[config.mk]
export PLATFORM = sky130hd
export DESIGN_NAME = dba_ctrl
export DESIGN_NICKNAME = d
export VERILOG_FILES = /design/src/sv/dba_pkg.sv /design/src/sv/dba_ctrl.sv
export SDC_FILE = /design/constraint.sdc
export NUM_CORES = 1
export LEC_CHECK = 0
export ABC_AREA = 1
export BUFFER_PORTS_ARGS = -buffer_cell sky130_fd_sc_hd__buf_4
export CAP_MARGIN = 20
export CORE_MARGIN = 10
export CORE_UTILIZATION = 45
export CTS_CLUSTER_DIAMETER = 60
export DETAILED_ROUTE_END_ITERATION = 8
export GPL_TIMING_DRIVEN = 0
export PLACE_DENSITY = 0.65
export SETUP_SLACK_MARGIN = 0.3
export SLEW_MARGIN = 5
export SYNTH_ARGS = -nofsm -noshare
export SYNTH_HDL_FRONTEND = slang
export SYNTH_SLANG_ARGS = --single-unit
[constraint.sdc]
create_clock -name clk -period 1.5 [get_ports clk]
set_input_delay 0.075 -clock clk [delete_from_list [all_inputs] [get_ports clk]]
set_output_delay 0.075 -clock clk [all_outputs]
set_load 0.1 [all_outputs]
[src/sv/dba_pkg.sv]
package dba_pkg;

  localparam int unsigned PriceW = 32;
  localparam int unsigned TimeW  = 48;
  localparam int unsigned MoneyW = 64;
  localparam int unsigned VsumW  = 40;
  localparam int unsigned DivSteps = 64;
  localparam int unsigned DaySteps = 4;
  localparam logic [VsumW-1:0] MsPerDay = 40'd86400000;
  // Ceiling of 2^55 / 84375; the day number is ((t >> 10) * DayRecip) >> 55.
  localparam logic [38:0] DayRecip = 39'd427007964670;

  localparam logic CfgBarSize = 1'b0;
  localparam logic CfgMpp     = 1'b1;

  typedef enum logic [3:0] {
    S_IDLE, S_DDIV, S_PREP, S_MLO, S_MHI, S_INC, S_ACC, S_CHK, S_ADIV, S_EMIT
  } state_t;

  typedef struct packed {
    logic accept;
    logic day_step;
    logic div_avg_start;
    logic div_step;
    logic prep;
    logic mul_lo;
    logic mul_hi;
    logic inc;
    logic acc;
    logic emit;
    logic emit_last;
  } cmd_t;

  typedef struct packed {
    logic vol_nz;
    logic money_ge;
    logic money_ge2;
    logic out_free;
  } sts_t;

endpackage

[src/sv/dba_ctrl.sv]
module dba_ctrl #(
  parameter int unsigned MAX_BARS_PER_TICK = 64
) (
  input  logic          clk,
  input  logic          rst_n,
  input  logic          in_valid,
  output logic          in_ready,
  input  dba_pkg::sts_t sts,
  output dba_pkg::cmd_t cmd
);
  import dba_pkg::*;

  localparam int unsigned NW = $clog2(MAX_BARS_PER_TICK + 1);
  localparam int unsigned CW = $clog2(DivSteps);

  state_t state_r, state_nxt;
  logic [CW-1:0] cnt_r, cnt_nxt;
  logic [NW-1:0] n_r, n_nxt;
  logic more;

  // Another bar follows this one only if money covers two sizes and the limit allows it.
  assign more = sts.money_ge2 && ((32'(n_r) + 32'd1) < MAX_BARS_PER_TICK);

  always_ff @(posedge clk) begin
    if (!rst_n) begin
      state_r <= S_IDLE;
      cnt_r   <= '0;
      n_r     <= '0;
    end else begin
      state_r <= state_nxt;
      cnt_r   <= cnt_nxt;
      n_r     <= n_nxt;
    end
  end

  // Next state and command decode.
  always_comb begin
    state_nxt = state_r;
    cnt_nxt   = cnt_r;
    n_nxt     = n_r;
    cmd       = '0;
    in_ready  = 1'b0;
    unique case (state_r)
      S_IDLE: begin
        in_ready = 1'b1;
        cnt_nxt  = '0;
        n_nxt    = '0;
        if (in_valid) begin
          cmd.accept = 1'b1;
          if (sts.vol_nz) state_nxt = S_DDIV;
        end
      end
      S_DDIV: begin
        cmd.day_step = 1'b1;
        cnt_nxt = cnt_r + 1'b1;
        if (cnt_r == CW'(DaySteps - 1)) state_nxt = S_PREP;
      end
      S_ADIV: begin
        cmd.div_step = 1'b1;
        cnt_nxt = cnt_r + 1'b1;
        if (cnt_r == CW'(DivSteps - 1)) state_nxt = S_EMIT;
      end
      S_PREP: begin
        cmd.prep  = 1'b1;
        state_nxt = S_MLO;
      end
      S_MLO: begin
        cmd.mul_lo = 1'b1;
        state_nxt  = S_MHI;
      end
      S_MHI: begin
        cmd.mul_hi = 1'b1;
        state_nxt  = S_INC;
      end
      S_INC: begin
        cmd.inc   = 1'b1;
        state_nxt = S_ACC;
      end
      S_ACC: begin
        cmd.acc   = 1'b1;
        state_nxt = S_CHK;
      end
      S_CHK: begin
        cnt_nxt = '0;
        if (sts.money_ge && (32'(n_r) < MAX_BARS_PER_TICK)) begin
          cmd.div_avg_start = 1'b1;
          state_nxt = S_ADIV;
        end else begin
          state_nxt = S_IDLE;
        end
      end
      S_EMIT: begin
        if (sts.out_free) begin
          cmd.emit      = 1'b1;
          cmd.emit_last = !more;
          n_nxt         = n_r + 1'b1;
          state_nxt     = S_CHK;
        end
      end
      default: state_nxt = S_IDLE;
    endcase
  end

endmodule

==> results of run 1 <==
==> synth_stat cells <==
| cell type | n |
|---|---|
| sky130_fd_sc_hd__nand3b_1 | 1 |
| sky130_fd_sc_hd__nor2_2 | 6 |
| sky130_fd_sc_hd__clkinv_1 | 1 |
| sky130_fd_sc_hd__nand3_1 | 13 |
| sky130_fd_sc_hd__o21a_1 | 1 |
| sky130_fd_sc_hd__nor3_1 | 3 |
| sky130_fd_sc_hd__o21ai_0 | 8 |
| sky130_fd_sc_hd__nand4_1 | 3 |
| sky130_fd_sc_hd__dfxtp_1 | 17 |
| sky130_fd_sc_hd__inv_1 | 21 |
| sky130_fd_sc_hd__nand2_4 | 1 |
| sky130_fd_sc_hd__a21oi_1 | 15 |
| sky130_fd_sc_hd__nor2_1 | 28 |
| sky130_fd_sc_hd__o21ai_4 | 1 |
| sky130_fd_sc_hd__nand3_2 | 1 |
| sky130_fd_sc_hd__nand2_2 | 4 |
| sky130_fd_sc_hd__a21oi_2 | 1 |
| sky130_fd_sc_hd__ha_1 | 2 |
| sky130_fd_sc_hd__o21ai_2 | 1 |
| sky130_fd_sc_hd__inv_2 | 3 |
| sky130_fd_sc_hd__nand2_1 | 32 |
==> through the flow <==
stage	cells	hold WS [ns]	utilization (%)
CTS	239	0.0279	91.1
detailed placement	209	0.344	62.7
global placement	209	0.342	62.7
floorplan	163	0.186	-
==> timing repair <==
item	CTS
gates resized for setup	91
pin swaps	30
cloned	1
setup buffers	25
setup endpoints to repair	28
==> cell families after synthesis <==
| group | synth area share, % |
|---|---|
| AOI/OAI and AO/OA | 15.2 |
| buffers and inverters | 9.10 |
| adders and majority gates | 2.43 |
| DFF | 33.0 |
| and+or+nand+nor | 40.3 |
==> metrics list, run 1 <==
* Mapped Nets: 172
- GRT repair_timing worst endpoint: cmd[0]
- The tree is rooted in a sky130_fd_sc_hd__clkbuf_4.
- Chip height: 67.9 µm
- Post-Synthesis Mean Instance Area: ~6.3 µm²
* Standard-cell rows: 17
- The first error in the log reads "[ERROR DPL-0038] Utilization greater than 100%, impossible to legalize".
- The mapped netlist covers 0.00103 mm².
* Count of different cell masters after synthesis: 21
* CTS H-tree depth: 1
- Post-Place Setup Slack: 0.0124 ns
- Top-area cell type share of the netlist area: approximately a third
- The die is 67.9 µm wide.
- Worst_ep kind: primary output
* Post-Place Cell Area: about 0.0014 mm²
- Initial core utilization: a little under half
- CTS buffer count: 3
- The run stopped with a tool error.
- Number of standard cells after synthesis: 163
- Number of buffer cells added on primary ports: 18
* CTS Buffer Depth: 2
* Number of sinks driven by the clock tree: 17
* DPL Wire Length: 2040 µm
- Yosys synthesis warning count: 0
- Progress stopped at global routing.
- Entering global routing, the biggest net connects 10 pins.
- Most area-consuming cells after synthesis: sky130_fd_sc_hd__dfxtp_1 (33%), sky130_fd_sc_hd__nand2_1 (12%), sky130_fd_sc_hd__nor2_1 (10%)
- Pin placement for this block handled 19 I/O pins.
* # hold bufs at CTS: 0
- At the end of routability-driven placement, the weighted congestion stood at 0.787.
* Sequential cell area fraction in the yosys report: approximately a third
* Post-synthesis cell type with the largest combined area: sky130_fd_sc_hd__dfxtp_1
- Count of state elements after synthesis: 17
==> run 2, diff against run 1 <==
--- a/config.mk
+++ b/config.mk
@@ -8,13 +8,11 @@
 export ABC_AREA = 1
 export BUFFER_PORTS_ARGS = -buffer_cell sky130_fd_sc_hd__buf_4
 export CAP_MARGIN = 20
-export CORE_MARGIN = 10
-export CORE_UTILIZATION = 45
-export CTS_CLUSTER_DIAMETER = 60
+export CORE_AREA = 10 10 71 73
 export DETAILED_ROUTE_END_ITERATION = 8
+export DIE_AREA = 0 0 81 83
 export GPL_TIMING_DRIVEN = 0
-export PLACE_DENSITY = 0.65
-export SETUP_SLACK_MARGIN = 0.3
+export PLACE_DENSITY_LB_ADDON = 0.15
 export SLEW_MARGIN = 5
 export SYNTH_ARGS = -nofsm -noshare
 export SYNTH_HDL_FRONTEND = slang
==> metrics list, run 2 <==
* Path class of the lowest-slack min-delay path: input pin to register
- For the finished layout, the period the worst path requires is 1.63 ns.
- Final hold violation count: 0
- STA puts the critical path data arrival time at 1.56 ns.
* Syn-to-layout area delta: 48.9%
- Total wire length after detailed routing: 2880 µm
- In this run, distinct cell masters in the synthesized netlist total 21.
- Synthesis produced between 150 and 200 cells.
- Most instantiated library cell after synthesis: sky130_fd_sc_hd__nand2_1
* Post-Place Cells: 229
- Of all cell types, the one taking the most synthesized area is sky130_fd_sc_hd__dfxtp_1.
- Initial core utilization: 28.4%
- Post-Synthesis Mean Instance Area: 6.33 µm²
- Synth Flop Type: sky130_fd_sc_hd__dfxtp_1
- Total global routing overflow: 0
- Counting flops with an async set or reset pin after synthesis yields a share of 0%.
- In this design, the largest share of critical-path delay is due to flip-flops.
* Worst-path fanout max: 3
- Unrepaired setup endpoints after global routing: true
- Final ANT Viol Nets: 0
- Critical path endpoint category: output pin
- After layout, the worst path uses 109% of the clock period.
- Final routed wire length divided by cell count: 11.9 µm
* Global routing usage summed across all routing layers: 9.12%
- Max-cap violations: 0
- Post-route setup slack: -0.133 ns
* Endpoints failing setup: 2
* Via density: 4.60
- Measured along the y axis, the die boundary spans between 80 and 90 µm.
* Vias in the first global route: approximately 1200
- Post-Place Setup Slack: -0.199 ns
* Routability cong.: 0.772
* Cell Area, Synth: 0.00103 mm²
* Number of non-filler instances in the completed layout: 242
* DPL Wire Length: 2170 µm
- For this run, design rule violations remaining after detail routing come to 0.
* Power, Total: 1610 µW
* Number of antenna repair diodes: 0
* Worst Path Class, Setup: register to output pin
- For this run, the top clock speed supported by timing is between 600 and 700 MHz.
- For the worst-skew pair, the clock arrives at the later sink with an insertion delay of 0.25 ns.
- The worst-case IR drop observed on VDD is 0.517 mV.
- Pins over their slew limit: 0
* Top post-synthesis cells by count: sky130_fd_sc_hd__nand2_1 (32), sky130_fd_sc_hd__nor2_1 (28), sky130_fd_sc_hd__inv_1 (21), sky130_fd_sc_hd__dfxtp_1 (17), sky130_fd_sc_hd__a21oi_1 (15)
- The detailed router finished its first iteration with 50 violations.
- Post-Place Cell Area: 0.00128 mm²
- In the final layout, the share of cells above drive strength 1 is between 40 and 50%.
- After synthesis, the largest area contributor takes up 33.0% of total cell area.
- For this run, the slowest stage of the critical path takes ~0.37 ns.
* Largest registers ranked by flip-flop count: n_r: 7 flops, cnt_r: 6 flops, state_r: 4 flops
* Width of the die: between 80 and 90 µm
- CTS tree: yes
* Number of sinks driven by the clock tree: 17
* Number of enable flip-flop cells after synthesis: 0
- For this block, the via count after detailed routing is approximately 1100.
* Antenna violations before repair: 0
* Core Box Area: 0.00363 mm²
- Cell area power density: 1050 mW/mm²
- Element type at the critical path start: register
* Number of nets in the finished design: around 200
- Summing the sequential cell areas from Yosys gives 33.0% of the chip area.
- Standard-cell rows: 22
- Worst Max-Slew Pin Slew: 0.329 ns
- CTS Buffer Depth: 2
- Crit path cell chain: ha_4, nand3_4, nor2_4, nand3_2, o21ai_2, a21oi_4, buf_12
- Violations in the final reports: setup timing
* Detailed-routing iteration count for the pre-antenna-repair pass: 3
- Entering global routing, the biggest net connects 10 pins.
- CTS buffer count: 3
- Count of pins on the block boundary: 19
* Standard cell with the maximum stage delay on the critical path: sky130_fd_sc_hd__dfxtp_4
* CTS H-tree depth: 1
* Yosys synthesis warning count: 0
- The first global-routing pass estimated just over 5000 µm of wire.
* Register ranked first by flip-flop count: n_r
- Max reg flops: 7
- For this design the static power due to leakage is ~0.00063 µW.
- Most area-consuming cells after synthesis: sky130_fd_sc_hd__dfxtp_1 (33%), sky130_fd_sc_hd__nand2_1 (12%), sky130_fd_sc_hd__nor2_1 (10%)
- Remaining max-slew budget at the tightest pin: between 70 and 80%
- Clk Tree Root Cell: sky130_fd_sc_hd__clkbuf_8
- CTS clock-pin slew for the worst setup and hold paths: 0.07 ns
* Core Util, Final: 42.3%
- Cell area after layout: 0.00154 mm²
- The flow ran to the end, but the final reports show violations.
- The number of nets in the synthesized netlist is 172.
- Buffers & Inverters on Critical Path: 1
- For the worst setup path, the data required time is approximately 1.4 ns.
* Most common cell after layout, fill and taps aside: sky130_fd_sc_hd__nand2_1
- Number of buffer cells added on primary ports: 18
* Count of state elements after synthesis: 17
- Die Footprint: ~0.0067 mm²
* Clock Skews: 0.00765 ns
* Leading cell types in the layout, fill and taps excluded: sky130_fd_sc_hd__nand2_1 (27), sky130_fd_sc_hd__buf_4 (24), sky130_fd_sc_hd__nor2_1 (22)
run 2: cell counts after synthesis:
No cell type changed its count.
run 2: path summary, 6_finish.rpt:
kind                               from                       to  slack (ns)  cells past startpoint
setup / recovery    n_r[0]$_SDFFE_PN0P_                   cmd[0]       -0.13                      7
hold / removal                    rst_n  state_r[0]$_SDFFE_PN0P_        0.08                      3
setup reg to reg    n_r[0]$_SDFFE_PN0P_      n_r[6]$_SDFFE_PN0P_       -0.12                     12
hold reg to reg   cnt_r[0]$_SDFFE_PN0P_    cnt_r[0]$_SDFFE_PN0P_        0.51                      1
run 2: per-stage QoR:
step,hold slack [ns],TNS (ns)
after CTS,0.0742,-0.242
after global routing,0.0877,-0.386
after floorplan,0.186,-1.81
after detailed placement,0.343,-0.212
final,0.0757,-0.254
after global placement,0.341,-0.174
run 2: what timing repair did:
action                     4_1_cts  5_1_grt
setup buffers                    8        1
setup endpoints to repair        4        9
gates resized for setup         22       15
hold buffers                     0        0
hold endpoints to repair         0        0
pin swaps                        5        5
run 2: cells by family (layout without fill, tap and decap cells):
logic type                 Yosys count  after routing  share of synthesized area, %
DFF                                 17             17                          33.0
and+or+nand+nor                     92             92                          40.3
AOI/OAI and AO/OA                   27             27                          15.2
adders and majority gates            2              2                          2.43
buffers and inverters               25             56                          9.10
run 2: per-layer routing:
layer  vias to the layer above  global-route usage, %  wire, µm  share of wire [%]
li1                        589                      -         -                  -
met1                       507                   9.08      1130                 39
met2                        14                   16.6      1600                 55
met3                         4                   3.13       110                3.8
met4                         0                   3.44        45                1.6
met5                         -                      0         0                  0
run 2: final cells by class:
class / count / area (µm²)
tap: 48 / 60.1
multi-input combinational: 121 / 733
clock buffer: 4 / 45.0
inverter: 25 / 101
sequential: 17 / 355
timing repair buffer: 27 / 240
fill: 398 / 2100
run 2: tightest hold or removal path: cells and delay by family:
kind          cells  cell delay [ns]
simple gates      2             0.09
buf+inv           1             0.13
run 2: where the power goes:
| part | switching (µW) | internal, µW |
|---|---|---|
| combinational | 544 | 195 |
| sequential | 40.5 | 473 |
| clock | 163 | 189 |
(Power assumes the default switching activity.)
